<file path="config.mk">
export PLATFORM = sky130hd
export DESIGN_NAME = hv_ctrl
export DESIGN_NICKNAME = d
export VERILOG_FILES = /design/src/hw/rtl/hv_pkg.sv /design/src/hw/rtl/hv_ctrl.sv
export SDC_FILE = /design/constraint.sdc
export NUM_CORES = 1
export LEC_CHECK = 0
export ABC_CLOCK_PERIOD_IN_PS = 1940
export BUFFER_PORTS_ARGS = -buffer_cell sky130_fd_sc_hd__buf_4
export CORE_ASPECT_RATIO = 0.75
export CORE_MARGIN = 2
export CORE_UTILIZATION = 28
export CTS_CLUSTER_DIAMETER = 80
export CTS_CLUSTER_SIZE = 10
export DETAILED_ROUTE_END_ITERATION = 10
export PLACE_DENSITY_LB_ADDON = 0.05
export SLEW_MARGIN = 0
export SYNTH_ARGS = -nofsm -noshare
export SYNTH_HDL_FRONTEND = slang
export SYNTH_SLANG_ARGS = --single-unit
</file>
<file path="constraint.sdc">
create_clock -name i_clk -period 1.94 [get_ports i_clk]
set_input_delay 0.388 -clock i_clk [delete_from_list [all_inputs] [get_ports i_clk]]
set_output_delay 0.388 -clock i_clk [all_outputs]
set_load 0.005 [all_outputs]
</file>
<file path="src/hw/rtl/hv_pkg.sv">
`default_nettype none
package hv_pkg;

    typedef enum logic [1:0] {
        ST_PLACED = 2'd0,
        ST_OOR    = 2'd1,
        ST_TFULL  = 2'd2,
        ST_VFULL  = 2'd3
    } t_status;

    typedef enum logic [2:0] {
        CFG_ORIGIN_X = 3'd0,
        CFG_ORIGIN_Y = 3'd1,
        CFG_ORIGIN_Z = 3'd2,
        CFG_SIZE_X   = 3'd3,
        CFG_SIZE_Y   = 3'd4,
        CFG_SIZE_Z   = 3'd5,
        CFG_LIMITS   = 3'd6,
        CFG_CAP      = 3'd7
    } t_cfg_idx;

    localparam logic signed [19:0] ORIGIN_X_RST = -20'sd75200;
    localparam logic signed [19:0] ORIGIN_Y_RST = -20'sd75200;
    localparam logic signed [19:0] ORIGIN_Z_RST = -20'sd2000;
    localparam logic [15:0] SIZE_X_RST = 16'd160;
    localparam logic [15:0] SIZE_Y_RST = 16'd160;
    localparam logic [15:0] SIZE_Z_RST = 16'd4000;
    localparam logic [47:0] LIMITS_RST = 48'd8590135236;
    localparam logic [6:0]  CAP_RST    = 7'd32;

    // hash multipliers per axis
    localparam logic [15:0] HASH_MX = 16'h9E37;
    localparam logic [15:0] HASH_MY = 16'h85EB;
    localparam logic [15:0] HASH_MZ = 16'hC2B3;

    localparam int DIV_STEPS = 32;

    typedef struct packed {
        logic signed [19:0] origin_x;
        logic signed [19:0] origin_y;
        logic signed [19:0] origin_z;
        logic [15:0]        size_x;
        logic [15:0]        size_y;
        logic [15:0]        size_z;
        logic [47:0]        limits;
        logic [6:0]         cap;
    } t_cfg;

    typedef struct packed {
        logic ld_point;
        logic clr_start;
        logic clr_step;
        logic div_step;
        logic range_latch;
        logic hidx_latch;
        logic probe_rd;
        logic probe_next;
        logic set_full;
        logic alloc;
        logic hit_latch;
        logic cnt_rd;
        logic cnt_upd;
        logic load_out;
    } t_cmd;

    typedef struct packed {
        logic action;
        logic clr_last;
        logic div_last;
        logic oor;
        logic used;
        logic hit;
        logic probe_last;
        logic total_full;
        logic out_free;
    } t_stat;

endpackage
`default_nettype wire

</file>
<file path="src/hw/rtl/hv_ctrl.sv">
`default_nettype none
module hv_ctrl (
    input  wire logic          i_clk,
    input  wire logic          i_rst_n,
    input  wire logic          i_s_tvalid,
    output logic               o_s_tready,
    input  wire hv_pkg::t_stat i_stat,
    output hv_pkg::t_cmd       o_cmd
);

    typedef enum logic [9:0] {
        S_IDLE  = 10'b00_0000_0001,
        S_CLEAR = 10'b00_0000_0010,
        S_DIVAX = 10'b00_0000_0100,
        S_RANGE = 10'b00_0000_1000,
        S_HASH  = 10'b00_0001_0000,
        S_PRD   = 10'b00_0010_0000,
        S_PCHK  = 10'b00_0100_0000,
        S_CRD   = 10'b00_1000_0000,
        S_CCHK  = 10'b01_0000_0000,
        S_OUT   = 10'b10_0000_0000
    } t_state;

    t_state r_state, n_state;

    always_ff @(posedge i_clk) begin
        if (!i_rst_n) begin
            r_state <= S_CLEAR;
        end else begin
            r_state <= n_state;
        end
    end

    assign o_s_tready = (r_state == S_IDLE);

    always_comb begin
        n_state = r_state;
        o_cmd   = '0;
        unique case (r_state)
            S_IDLE: begin
                if (i_s_tvalid) begin
                    if (i_stat.action) begin
                        o_cmd.clr_start = 1'b1;
                        n_state = S_CLEAR;
                    end else begin
                        o_cmd.ld_point = 1'b1;
                        n_state = S_DIVAX;
                    end
                end
            end
            S_CLEAR: begin
                o_cmd.clr_step = 1'b1;
                if (i_stat.clr_last) n_state = S_IDLE;
            end
            S_DIVAX: begin
                o_cmd.div_step = 1'b1;
                if (i_stat.div_last) n_state = S_RANGE;
            end
            S_RANGE: begin
                o_cmd.range_latch = 1'b1;
                n_state = i_stat.oor ? S_OUT : S_HASH;
            end
            S_HASH: begin
                o_cmd.hidx_latch = 1'b1;
                n_state = S_PRD;
            end
            S_PRD: begin
                o_cmd.probe_rd = 1'b1;
                n_state = S_PCHK;
            end
            S_PCHK: begin
                if (!i_stat.used) begin
                    if (i_stat.total_full) o_cmd.set_full = 1'b1;
                    else o_cmd.alloc = 1'b1;
                    n_state = S_OUT;
                end else if (i_stat.hit) begin
                    o_cmd.hit_latch = 1'b1;
                    n_state = S_CRD;
                end else if (i_stat.probe_last) begin
                    o_cmd.set_full = 1'b1;
                    n_state = S_OUT;
                end else begin
                    o_cmd.probe_next = 1'b1;
                    n_state = S_PRD;
                end
            end
            S_CRD: begin
                o_cmd.cnt_rd = 1'b1;
                n_state = S_CCHK;
            end
            S_CCHK: begin
                o_cmd.cnt_upd = 1'b1;
                n_state = S_OUT;
            end
            S_OUT: begin
                if (i_stat.out_free) begin
                    o_cmd.load_out = 1'b1;
                    n_state = S_IDLE;
                end
            end
            default: n_state = S_IDLE;
        endcase
    end

endmodule
`default_nettype wire

</file>
; Word-level counts from Yosys, hierarchy flattened
; Index checks and enable logic that the tools add are counted.
[op_classes]
eq_ne = 14
muxes = 34
reduce_logical = 1
[op_table]
columns = operator, count
row1 = $pmux 10 s10, 1
row2 = $mux 10, 8
row3 = $mux 1, 20
row4 = $eq 10x1->1 const B, 1
row5 = $eq 10x10->1 const B, 1
row6 = $eq 10x2->1 const B, 1
row7 = $eq 10x3->1 const B, 1
row8 = $eq 10x4->1 const B, 1
row9 = $eq 10x5->1 const B, 1
row10 = $eq 10x6->1 const B, 1
row11 = $eq 10x7->1 const B, 1
row12 = $eq 10x8->1 const B, 1
row13 = $eq 10x9->1 const B, 1
row14 = $ne 2x2->1 const B, 4
row15 = $mux 2, 3
row16 = $mux 4, 1
row17 = $reduce_and 4->1, 1
row18 = $mux 3, 1
[word_totals]
reg_bits = 10
input_bits = 12

; Longest topological paths before layout
; Gate-level depths: netlist (run 1).
[depth]
word_depth = 4
ltp_mapped = 5
mapped_depth_nobuf = 4

; Worst setup path after synthesis (run 1)
; OpenSTA, ideal clock, no wires.
[synth_path]
path_type = flip-flop to output port
from = register r_state[6]
to = output port o_cmd[7] in the netlist's numbering
t_arrival_ps = 1418
t_required_ps = 1552
path_slack_ps = 134
path_stages_with_launch = 6
n_path_buf = 1
cell_sequence = dfxtp_1 buf_6 nor4_4 nand2_2 or4_4 inv_1
[synth_lines]
columns = element, line_no
row1 = from (decl), hv_ctrl.sv:24  ; t_state r_state, n_state;
row2 = from (signal assigned), hv_ctrl.sv:30  ; r_state <= n_state;
row3 = to (decl), hv_ctrl.sv:8  ; output hv_pkg::t_cmd o_cmd

==> impl_results.rst, run 1 <==
.. list-table::
   :header-rows: 1

   * - Metric
     - Value
   * - Count of boundary I/O pins
     - 27
   * - Number of global-route vias before repair
     - approximately 800
   * - Number of sinks driven by the clock tree
     - 10
   * - ANT cells
     - 0
   * - Most used routing layer in global routing
     - met1
   * - Worst Path Required
     - 1.55 ns
   * - Clock Power Share
     - 35.1%
   * - Min Tclk post-route
     - approximately 2.0 ns
   * - Source of the critical timing path
     - r_state[8]$_SDFFE_PN0P_
   * - Cells traversed along the worst timing path
     - nor4_4, nand2_2, or4_4, inv_2, buf_6
   * - Switching power of the nets
     - 174.6 uW
   * - Library cell used as clock root buffer
     - sky130_fd_sc_hd__clkbuf_8
   * - Largest area contributor in the synthesized netlist
     - sky130_fd_sc_hd__dfxtp_1
   * - Final-report setup violation count
     - 7
   * - Post-detailed-route via-to-cell ratio
     - 4.944
   * - Largest register FFs
     - 10
   * - Worst Hold Depth
     - 2
   * - Endpoints failing hold
     - 0
   * - Antenna violations before repair
     - 0
   * - Fraction of registers with async set or reset after synthesis
     - 0%
   * - Min-delay worst type
     - primary input to register
   * - Synth top area share
     - 25.56%
   * - Pwr per Cell Area
     - 488.2 nW/um^2
   * - Start-to-end type of the worst setup path
     - register to output pin
   * - Most used flip-flop cell after synthesis
     - sky130_fd_sc_hd__dfxtp_1
   * - Global Route Usage Sum
     - 15.46%
   * - Overall die width
     - 65.07 microns
   * - Post-route clock skew
     - 0.002757 ns
   * - Global Route met3 Usage
     - ~4%
   * - Crit. End Element
     - output pin
   * - Internal power contribution
     - 437.5 uW
   * - Synthesis-to-finish area growth
     - 60.06%
   * - Most frequent standard cell in the layout excluding fill and tap cells
     - sky130_fd_sc_hd__buf_4
   * - Post-route clock period utilization
     - 103.7%
   * - Mapped Area
     - slightly below 800 sq um
   * - Biggest area contributors in the synthesized netlist
     - sky130_fd_sc_hd__dfxtp_1, sky130_fd_sc_hd__nor3b_1, sky130_fd_sc_hd__nor4_4
   * - FF-to-FF Start
     - r_state[1]$_SDFFE_PN1P_
   * - Critical hold path startpoint
     - i_stat[5]
   * - Placed wire-length estimate after detailed placement
     - approximately 1.8 mm
   * - Total chip power
     - 612.1 uW
   * - Number of max-slew violations in the final report
     - 0
   * - Max FO, Critical Path
     - 5
   * - First-pass detailed-route iteration total
     - 4
   * - Number of nets with antenna violations after detailed routing
     - 0
   * - Switching power share of the total
     - between 20 and 30%
   * - Signal arrival time at the worst endpoint
     - approximately 1.6 ns
   * - Maximum number of pins on one net before global-route repair
     - 12
   * - Most flop-heavy register
     - r_state
   * - Slowest cell on crit path
     - sky130_fd_sc_hd__or4_4
   * - Routed wire length
     - 2.389 mm
   * - Clock transition at path regs
     - approximately 0.050 ns
   * - Slowest stage delay, CP
     - 0.44 ns
   * - Registers with the most flip-flops
     - r_state x10
   * - Iteration-0 DRC count of the detailed router
     - 22
   * - Site Rows
     - 16
   * - Post-detailed-route DRC marker count
     - 0
   * - Top achievable clock speed
     - 496.9 MHz
   * - CP Launch Type
     - register
   * - First-pass GRT wire length
     - 3.781 mm
   * - Leakage component of the power
     - around 0.54 nW
   * - Total of flip-flops plus latches after synthesis
     - 10
   * - Post-synth net total
     - 109
   * - Distinct cell type count after synthesis
     - 39
   * - Total via count in the routed design
     - 880
   * - Floorplan die height
     - 49.81 microns
   * - Post-Synthesis Cells
     - 97
   * - H-Tree Level Count
     - 1
   * - Post-synthesis sequential area ratio
     - approximately 26%
   * - Number of enable-type register cells in the synthesized netlist
     - 0
   * - Violations in the final reports
     - setup timing
   * - Warning count from the yosys run
     - 0
   * - Insertion delay of the later-clocked pin in the worst-skew pair
     - 0.23 ns
   * - Number of buffers added on ports
     - 26
   * - Tightest Pin Transition
     - roughly 0.42 ns
   * - Max Root-Sink Buffers
     - 2
   * - FF-to-FF path depth
     - 6
   * - Number of buffers added by the clock tree synthesis step
     - 3
   * - Overall die area
     - 3241 sq um
   * - RSZ-0062 raised after global routing
     - true
   * - Worst VDD drop
     - 0.0002971 V
   * - Mean routed wirelength per cell
     - 13.42 microns
   * - Share of cells above drive strength 1
     - 52.11%
   * - RePlAce Congestion
     - between 0.8 and 0.9
   * - Outcome
     - complete, but fails checks
   * - Grt total ovfl
     - 0
   * - TritonCTS clock tree
     - built
   * - Core Box Area
     - 2643 sq um
   * - Relative contribution of sequential cells to total power
     - between 30% and 40%
   * - M2 GR Usage
     - 22.34%
   * - Mean cell area of the mapped netlist
     - approximately 8.1 sq um
   * - Setup WS post-layout
     - -0.07231 ns
   * - Highest-count cells in the layout ignoring fill and taps
     - sky130_fd_sc_hd__buf_4, sky130_fd_sc_hd__nor2_1, sky130_fd_sc_hd__nand2_1, sky130_fd_sc_hd__dfxtp_1
   * - Net count of the finished layout
     - 156
   * - Combinational share of power
     - 27.8%
   * - Max_slew headroom
     - between 70 and 80%
   * - Maximum Capacitance Violations
     - 0
   * - Met1 demand-to-capacity share in global routing
     - 22.95%
   * - Initial core utilization
     - 29.64%
   * - Worst hold slack
     - 0.3164 ns
## power by group through the flow
stage               registers, mW  logic, mW  clock network [mW]
global route                0.228      0.186               0.240
CTS                         0.226      0.154               0.223
global placement            0.232      0.138                   0
detailed placement          0.232      0.137                   0
finish                      0.227      0.170               0.215
floorplan                   0.222     0.0821                   0
## cell families after synthesis
logic type / count (synthesis) / share of synthesized area, %
simple gates: 58 / 50.16
compound gates: 13 / 12.30
buf+inv: 12 / 7.188
flops: 10 / 25.56
xor+xnor: 2 / 2.237
mux: 2 / 2.556
## worst paths after layout
check | to | slack, ns
worst max-delay path | o_cmd[7] | -0.07
worst max register to register | r_state[2]$_SDFFE_PN0P_ | 0.19
worst min register to register | r_state[6]$_SDFFE_PN0P_ | 0.67
worst min-delay path | r_state[4]$_SDFFE_PN0P_ | 0.32
## final cells by class
type / instances / area [sq um]
inverters: 7 / 26.28
multi-input cells: 75 / 566.8
repair buffers: 47 / 364.1
fillers: 269 / 1389
well taps: 36 / 45.04
flip-flops and latches: 10 / 210.2
clock buffers: 3 / 41.29
## per-layer routing
metal / routed length [microns] / vias up / part of all wire (%)
met5: 0 / - / 0
met1: 1236 / 414 / 52
met3: 83 / 2 / 3.5
li1: - / 450 / -
met2: 1057 / 14 / 44
met4: 11 / 0 / 0.46
## critical path: cells and delay by family, from the launching register on
| family | cells | cell delay (ns) |
|---|---|---|
| buffers and inverters | 2 | 0.15 |
| and+or+nand+nor | 3 | 0.87 |
| DFF | 1 | 0.36 |
## metrics by stage
stage | worst slack, ns | std cells | setup TNS, ns | instance area (sq um) | util [%]
floorplan | 0.1337 | 97 | 0 | 783.3 | -
global placement | 0.1524 | 166 | 0 | 1084 | 41.00
detailed placement | 0.1248 | 166 | 0 | 1084 | 41.00
CTS | -0.05745 | 174 | -0.2508 | 1194 | 45.17
global route | -0.1552 | 178 | -1.308 | 1254 | 47.44
finish | -0.07231 | 178 | -0.1983 | 1254 | 47.44
## synthesized netlist by cell type (2+ instances only)
| master | n |
|---|---|
| sky130_fd_sc_hd__nor4_1 | 2 |
| sky130_fd_sc_hd__nand3_1 | 2 |
| sky130_fd_sc_hd__buf_2 | 3 |
| sky130_fd_sc_hd__nand2_1 | 6 |
| sky130_fd_sc_hd__o21ai_0 | 2 |
| sky130_fd_sc_hd__nor2_1 | 10 |
| sky130_fd_sc_hd__nand4_1 | 2 |
| sky130_fd_sc_hd__nor4_4 | 2 |
| sky130_fd_sc_hd__nand2b_1 | 5 |
| sky130_fd_sc_hd__mux2i_1 | 2 |
| sky130_fd_sc_hd__nor3b_1 | 7 |
| sky130_fd_sc_hd__nand3b_1 | 3 |
| sky130_fd_sc_hd__nor3_1 | 4 |
| sky130_fd_sc_hd__xor2_1 | 2 |
| sky130_fd_sc_hd__nor4_2 | 2 |
| sky130_fd_sc_hd__nor2b_1 | 3 |
| sky130_fd_sc_hd__dfxtp_1 | 10 |
| sky130_fd_sc_hd__inv_1 | 7 |
| sky130_fd_sc_hd__nor4b_1 | 3 |
## repair_timing
action,in CTS,in global routing
gates cloned,0,0
hold buffers,0,0
endpoints found under the setup margin,9,14
gates resized for setup,11,9
pin swaps,6,5
buffers inserted,5,4
No activity file was read; power rests on OpenSTA's default activity.
==> run 2: changes to the inputs <==
--- a/config.mk
+++ b/config.mk
@@ -5,6 +5,7 @@
 export SDC_FILE = /design/constraint.sdc
 export NUM_CORES = 1
 export LEC_CHECK = 0
+export ABC_AREA = 1
 export ABC_CLOCK_PERIOD_IN_PS = 1940
 export BUFFER_PORTS_ARGS = -buffer_cell sky130_fd_sc_hd__buf_4
 export CORE_ASPECT_RATIO = 0.75
@@ -13,7 +14,7 @@
 export CTS_CLUSTER_DIAMETER = 80
 export CTS_CLUSTER_SIZE = 10
 export DETAILED_ROUTE_END_ITERATION = 10
-export PLACE_DENSITY_LB_ADDON = 0.05
+export PLACE_DENSITY = 0.62
 export SLEW_MARGIN = 0
 export SYNTH_ARGS = -nofsm -noshare
 export SYNTH_HDL_FRONTEND = slang
==> impl_results.rst, run 2 <==
.. list-table::
   :header-rows: 1

   * - Metric
     - Value
   * - Leakage component of the power
     - 0.6168 nW
   * - Post-detailed-route via-to-cell ratio
     - about 4.2
   * - Maximum number of pins on one net before global-route repair
     - 7
   * - Total chip power
     - 497.5 uW
   * - Post-route clock period utilization
     - a little over nine tenths
   * - Tightest Pin Transition
     - around 0.27 ns
   * - Mapped Area
     - 713.2 sq um
   * - Total via count in the routed design
     - 787
   * - Top achievable clock speed
     - approximately 540 MHz
   * - Outcome
     - finished clean
   * - FF-to-FF Start
     - r_state[3]$_SDFFE_PN0P_
   * - Max FO, Critical Path
     - 4
   * - Leading cell type by number of instances after synthesis
     - sky130_fd_sc_hd__inv_1
   * - Floorplan die height
     - 47.71 microns
   * - Initial core utilization
     - a little under a third
   * - Worst VDD drop
     - 0.0002187 V
   * - Site Rows
     - 15
   * - Number of global-route vias before repair
     - 692
   * - Number of buffers added by the clock tree synthesis step
     - 3
   * - Synthesis-to-finish area growth
     - 46.14%
   * - Biggest area contributors in the synthesized netlist
     - sky130_fd_sc_hd__dfxtp_1, sky130_fd_sc_hd__inv_1, sky130_fd_sc_hd__nand2_1
   * - Crit. End Element
     - output pin
   * - First-pass detailed-route iteration total
     - 4
   * - Library cell used as clock root buffer
     - sky130_fd_sc_hd__clkbuf_4
   * - Endpoints failing hold
     - 0
   * - Iteration-0 DRC count of the detailed router
     - 24
   * - Max Root-Sink Buffers
     - 2
   * - Largest register FFs
     - 10
   * - Registers with the most flip-flops
     - r_state x10
   * - Min-delay worst type
     - primary input to register
   * - Synth top area share
     - 28.07%
   * - Post-route clock skew
     - 0.001707 ns
   * - ANT cells
     - 0
   * - Max_slew headroom
     - 81.91%
   * - Signal arrival time at the worst endpoint
     - 1.47 ns
   * - Number of sinks driven by the clock tree
     - 10
   * - Post-Synthesis Cells
     - between 100 and 150
   * - First-pass GRT wire length
     - 2.835 mm
   * - Most used flip-flop cell after synthesis
     - sky130_fd_sc_hd__dfxtp_1
   * - Number of buffers added on ports
     - 26
   * - Maximum Capacitance Violations
     - 0
   * - Worst Path Required
     - 1.55 ns
   * - Warning count from the yosys run
     - 0
   * - Number of enable-type register cells in the synthesized netlist
     - 0
   * - Mean cell area of the mapped netlist
     - 5.993 sq um
   * - Start-to-end type of the worst setup path
     - register to output pin
   * - Post-detailed-route DRC marker count
     - 0
   * - Overall die area
     - approximately 3000 sq um
   * - Total of flip-flops plus latches after synthesis
     - 10
   * - Post-synth net total
     - 131
   * - Combinational share of power
     - 19.0%
   * - Pwr per Cell Area
     - approximately 480 nW/um^2
   * - Fraction of registers with async set or reset after synthesis
     - 0%
   * - Core Box Area
     - ~2400 sq um
   * - Synth cell count leaders
     - sky130_fd_sc_hd__inv_1, sky130_fd_sc_hd__nand2_1, sky130_fd_sc_hd__nor2_1
   * - Placed wire-length estimate after detailed placement
     - 1.562 mm
   * - Switching power share of the total
     - 26.66%
   * - TritonCTS clock tree
     - built
   * - Number of max-slew violations in the final report
     - 0
   * - Net count of the finished layout
     - 165
   * - Final-report setup violation count
     - 0
   * - Clock Power Share
     - 38.0%
   * - Internal power contribution
     - 364.8 uW
   * - Worst Hold Depth
     - 2
   * - Routed wire length
     - 1.969 mm
   * - Endpoint of the worst register-to-register path
     - r_state[0]$_SDFFE_PN0P_
   * - Insertion delay of the later-clocked pin in the worst-skew pair
     - approximately 0.27 ns
   * - Global Route Usage Sum
     - between 10% and 20%
   * - Reg-to-reg slack, setup
     - 0.43 ns
   * - Largest area contributor in the synthesized netlist
     - sky130_fd_sc_hd__dfxtp_1
   * - H-Tree Level Count
     - 1
   * - Highest-count cells in the layout ignoring fill and taps
     - sky130_fd_sc_hd__inv_1, sky130_fd_sc_hd__buf_4, sky130_fd_sc_hd__nand2_1
   * - Final-layout fill cell count
     - 269
   * - Count of boundary I/O pins
     - 27
   * - Relative contribution of sequential cells to total power
     - 43.0%
   * - Grt total ovfl
     - 0
   * - Most frequent standard cell in the layout excluding fill and tap cells
     - sky130_fd_sc_hd__inv_1
   * - Clock transition at path regs
     - roughly 0.07 ns
   * - Critical hold path startpoint
     - i_stat[5]
   * - Mean routed wirelength per cell
     - 10.59 microns
   * - FF-to-FF path depth
     - 10
   * - Number of nets with antenna violations after detailed routing
     - 0
   * - Share of cells above drive strength 1
     - between 30% and 40%
   * - RePlAce Congestion
     - about 0.82
   * - Min Tclk post-route
     - 1.861 ns
   * - Setup total negative slack
     - 0 ns
   * - CP Launch Type
     - register
   * - Post-synthesis sequential area ratio
     - approximately 28%
   * - Distinct cell type count after synthesis
     - 18
   * - Antenna violations before repair
     - 0
   * - Worst Hold Endpoint
     - r_state[4]$_SDFFE_PN0P_
   * - Switching power of the nets
     - 132.6 uW
   * - Most flop-heavy register
     - r_state
   * - Overall die width
     - 62.28 microns
-- run 2: cell types whose count changed after synthesis, moves of 3 or more --
cell	previous run	this run
sky130_fd_sc_hd__buf_2	3	0
sky130_fd_sc_hd__inv_1	7	30
sky130_fd_sc_hd__nand2_1	6	24
sky130_fd_sc_hd__nand2_2	1	5
sky130_fd_sc_hd__nand2b_1	5	0
sky130_fd_sc_hd__nand3_1	2	6
sky130_fd_sc_hd__nand3b_1	3	0
sky130_fd_sc_hd__nor2_1	10	17
sky130_fd_sc_hd__nor2_2	1	9
sky130_fd_sc_hd__nor2b_1	3	0
sky130_fd_sc_hd__nor3b_1	7	0
sky130_fd_sc_hd__nor4b_1	3	0
-- run 2: layout make-up --
type                            instances  area (sq um)  area share (%)
Inverter                               30         112.6           10.80
Sequential cell                        10         200.2           19.21
Timing Repair Buffer                   29         217.7           20.89
Tap cell                               34         42.54           4.082
Multi-Input combinational cell         79         432.9           41.54
Clock buffer                            4         36.28           3.481
-- run 2: cell families after synthesis --
group | after synthesis | synth area share (%)
compound gates | 5 | 4.386
simple gates | 74 | 51.76
flops | 10 | 28.07
buf+inv | 30 | 15.79
-- run 2: worst max-delay path: stages (launching register included) --
cell and delay, ns:
sky130_fd_sc_hd__dfxtp_1 0.35, sky130_fd_sc_hd__nor2_4 0.16, sky130_fd_sc_hd__nand2_4 0.09, sky130_fd_sc_hd__nor2_4 0.13, sky130_fd_sc_hd__nand2_1 0.11, sky130_fd_sc_hd__inv_1 0.09, sky130_fd_sc_hd__nand2_1 0.07, sky130_fd_sc_hd__nor2_1 0.09
sky130_fd_sc_hd__buf_4 0.11
-- run 2: how the worst max path moves through the flow --
| stage | slack, ns | depth (start not counted) | end | from |
|---|---|---|---|---|
| final | 0.08 | 8 | o_cmd[12] | r_state[8]$_SDFFE_PN0P_ |
| after global routing | -0.01 | 8 | o_cmd[6] | r_state[8]$_SDFFE_PN0P_ |
| after CTS | 0.01 | 8 | o_cmd[5] | r_state[9]$_SDFFE_PN0P_ |
| after detailed placement | 0.32 | 8 | o_cmd[5] | r_state[9]$_SDFFE_PN0P_ |
| after global placement | 0.35 | 8 | o_cmd[6] | r_state[9]$_SDFFE_PN0P_ |
| after floorplan | 0.54 | 7 | o_cmd[12] | r_state[2]$_SDFFE_PN0P_ |
-- run 2: routing by layer --
metal / vias up / GRT usage, % / part of all wire, %
met3: 0 / 4.706 / 4.5
li1: 423 / - / -
met1: 340 / 15.23 / 44
met5: - / 0 / 0
met2: 24 / 22.39 / 51
met4: 0 / 4.000 / 0
-- run 2: repair_timing --
item                                    CTS  global route
hold buffers                              0             0
buffers inserted                          0             3
gates resized for setup                   0             7
hold endpoints to repair                  0             0
endpoints found under the setup margin    0             5
-- run 2: through the flow --
step / setup slack (ns) / instance area, sq um / std cells / hold slack (ns) / utilization (%)
floorplan: 0.5371 / 713.2 / 119 / 0.4673 / -
global placement: 0.3510 / 950.9 / 179 / 0.5459 / 40.21
detailed placement: 0.3226 / 950.9 / 179 / 0.5386 / 40.21
CTS: 0.01423 / 987.2 / 183 / 0.2943 / 41.75
global route: -0.01356 / 1042 / 186 / 0.2916 / 44.07
finish: 0.07915 / 1042 / 186 / 0.2912 / 44.07
-- run 2: power groups by stage --
stage               clock (mW)  combinational, mW  sequential [mW]
finish                   0.189             0.0945            0.214
global route             0.204              0.104            0.215
floorplan                    0             0.0511            0.218
global placement             0             0.0897            0.219
detailed placement           0             0.0907            0.219
CTS                      0.194             0.0912            0.214
==> run 3: changes to the inputs <==
--- a/config.mk
+++ b/config.mk
@@ -7,14 +7,14 @@
 export LEC_CHECK = 0
 export ABC_AREA = 1
 export ABC_CLOCK_PERIOD_IN_PS = 1940
-export BUFFER_PORTS_ARGS = -buffer_cell sky130_fd_sc_hd__buf_4
 export CORE_ASPECT_RATIO = 0.75
 export CORE_MARGIN = 2
 export CORE_UTILIZATION = 28
 export CTS_CLUSTER_DIAMETER = 80
 export CTS_CLUSTER_SIZE = 10
 export DETAILED_ROUTE_END_ITERATION = 10
-export PLACE_DENSITY = 0.62
+export DONT_BUFFER_PORTS = 1
+export PLACE_DENSITY = 0.52
 export SLEW_MARGIN = 0
 export SYNTH_ARGS = -nofsm -noshare
 export SYNTH_HDL_FRONTEND = slang
==> impl_results.rst, run 3 (same netlist as run 2, synthesis figures left out) <==
.. list-table::
   :header-rows: 1

   * - Metric
     - Value
   * - Reg-to-reg slack, setup
     - 0.54 ns
   * - Crit. End Element
     - output pin
   * - Mean routed wirelength per cell
     - 10.50 microns
   * - Routed wire length
     - 1.648 mm
   * - Min-delay worst type
     - primary input to register
   * - TritonCTS clock tree
     - built
   * - Top achievable clock speed
     - 557.8 MHz
   * - Largest register FFs
     - 10
   * - Pwr per Cell Area
     - 589.4 nW/um^2
   * - Min Tclk post-route
     - about 1.8 ns
   * - Placed wire-length estimate after detailed placement
     - 1.398 mm
   * - Most flop-heavy register
     - r_state
   * - Worst Path Required
     - 1.55 ns
   * - First-pass GRT wire length
     - approximately 2.4 mm
   * - Worst hold slack
     - 0.1879 ns
   * - Initial core utilization
     - 30.16%
   * - Cts hold-fix bufs
     - 0
   * - Overall die area
     - 2971 sq um
   * - Count of boundary I/O pins
     - 27
   * - Tightest Pin Transition
     - roughly 0.31 ns
   * - Reg area
     - 200.2 sq um
   * - Start-to-end type of the worst setup path
     - register to output pin
   * - Final standard cell utilization of the core
     - 33.81%
   * - Number of max-slew violations in the final report
     - 0
   * - CP Launch Type
     - register
   * - Worst VDD drop
     - approximately 0.00027 V
   * - Total via count in the routed design
     - 691
   * - Number of sinks driven by the clock tree
     - 10
   * - Max_slew headroom
     - around four fifths
   * - Overall die width
     - 62.28 microns
   * - Synthesis-to-finish area growth
     - 12.11%
   * - Core Box Area
     - 2365 sq um
   * - Endpoints failing hold
     - 0
   * - Post-detailed-route DRC marker count
     - 0
   * - Setup total negative slack
     - 0 ns
   * - Number of global-route vias before repair
     - 566
   * - Number of nets with antenna violations after detailed routing
     - 0
   * - Library cell used as clock root buffer
     - sky130_fd_sc_hd__clkbuf_4
   * - RSZ-0062 raised after global routing
     - false
   * - Iteration-0 DRC count of the detailed router
     - 30
   * - Post-route clock period utilization
     - 92.41%
   * - Share of cells above drive strength 1
     - 20.33%
   * - Clock transition at path regs
     - ~0.070 ns
   * - Number of buffers added on ports
     - 0
   * - ANT cells
     - 0
   * - Grt total ovfl
     - 0
   * - Insertion delay of the later-clocked pin in the worst-skew pair
     - 0.27 ns
   * - Multi-input combinational cell area
     - ~410 sq um
   * - Net count of the finished layout
     - 136
   * - Global Route Usage Sum
     - between 10% and 20%
   * - Final-layout fill cell count
     - 285
   * - Maximum Capacitance Violations
     - 0
   * - Signal arrival time at the worst endpoint
     - 1.40 ns
   * - Leakage component of the power
     - 0.4580 nW
   * - Maximum number of pins on one net before global-route repair
     - 7
   * - Floorplan die height
     - 47.71 microns
   * - Max Root-Sink Buffers
     - 2
   * - Highest-count cells in the layout ignoring fill and taps
     - sky130_fd_sc_hd__inv_1, sky130_fd_sc_hd__nand2_1, sky130_fd_sc_hd__nor2_1
   * - Registers with the most flip-flops
     - r_state x10
   * - Number of buffers added by the clock tree synthesis step
     - 3
   * - Post-route clock skew
     - 0.0004329 ns
   * - RePlAce Congestion
     - 0.7729
   * - H-Tree Level Count
     - 1
   * - Final-report setup violation count
     - 0
   * - Setup repair bufs after CTS
     - 0
   * - First-pass detailed-route iteration total
     - 4
   * - Most frequent standard cell in the layout excluding fill and tap cells
     - sky130_fd_sc_hd__inv_1
   * - Max FO, Critical Path
     - 4
   * - Outcome
     - finished clean
   * - Antenna violations before repair
     - 0
   * - Post-CTS Resized
     - 0
   * - Post-detailed-route via-to-cell ratio
     - approximately 4.4
   * - Site Rows
     - 15
## run 3: cell count changes in the layout (fill, tap and decap cells not counted)
cell,before,now
sky130_fd_sc_hd__buf_4,29,0
sky130_fd_sc_hd__nor2_2,4,9
sky130_fd_sc_hd__nor2_4,7,3
sky130_fd_sc_hd__inv_1,30,29
sky130_fd_sc_hd__inv_2,0,1
sky130_fd_sc_hd__nand2_1,23,24
sky130_fd_sc_hd__nand2_4,2,1
sky130_fd_sc_hd__nor2_1,17,16
## run 3: final timing paths
kind / from / endpoint / cells past startpoint
max: r_state[8]$_SDFFE_PN0P_ / o_cmd[12] / 7
min: i_stat[5] / r_state[4]$_SDFFE_PN0P_ / 1
max reg2reg: r_state[0]$_SDFFE_PN0P_ / r_state[0]$_SDFFE_PN0P_ / 9
min reg2reg: r_state[0]$_SDFFE_PN0P_ / r_state[0]$_SDFFE_PN0P_ / 2
## run 3: worst max-delay path, stage by stage (launching register included)
cell,delay (ns)
sky130_fd_sc_hd__dfxtp_1,0.34
sky130_fd_sc_hd__nor2_2,0.16
sky130_fd_sc_hd__nand2_2,0.12
sky130_fd_sc_hd__nor2_4,0.14
sky130_fd_sc_hd__nand2_1,0.12
sky130_fd_sc_hd__inv_2,0.09
sky130_fd_sc_hd__nand2_1,0.07
sky130_fd_sc_hd__nor2_2,0.10
## run 3: stage by stage
stage	worst slack, ns	total power, mW	std cells	area [sq um]
final	0.1472	0.4712	157	799.5
after global routing	0.007082	0.4964	157	799.5
after CTS	0.1072	0.4793	157	792.0
after detailed placement	0.4087	0.2810	153	755.7
after global placement	0.4215	0.2799	153	755.7
after floorplan	0.5371	0.2689	119	713.2
## run 3: layer usage
layer | vias to the layer above | routed length (microns) | GRT usage, % | part of all wire, %
li1 | 361 | - | - | -
met1 | 308 | 797 | 13.22 | 48
met2 | 20 | 758 | 19.35 | 46
met3 | 2 | 82 | 4.471 | 5.0
met4 | 0 | 10 | 2.667 | 0.61
met5 | - | 0 | 0 | 0
## run 3: where the power goes
group / leakage [nW] / total, mW / internal, mW / switching [mW]
Sequential: 0.0812 / 0.214 / 0.210 / 0.00406
Clock: 0.0210 / 0.193 / 0.114 / 0.0791
Combinational: 0.356 / 0.0645 / 0.0208 / 0.0437
## run 3: area by class of cell
class / instances / area share, %
clock buffer: 4 / 4.538
inverter: 30 / 14.08
multi-input combinational: 79 / 51.02
sequential: 10 / 25.04
tap: 34 / 5.321
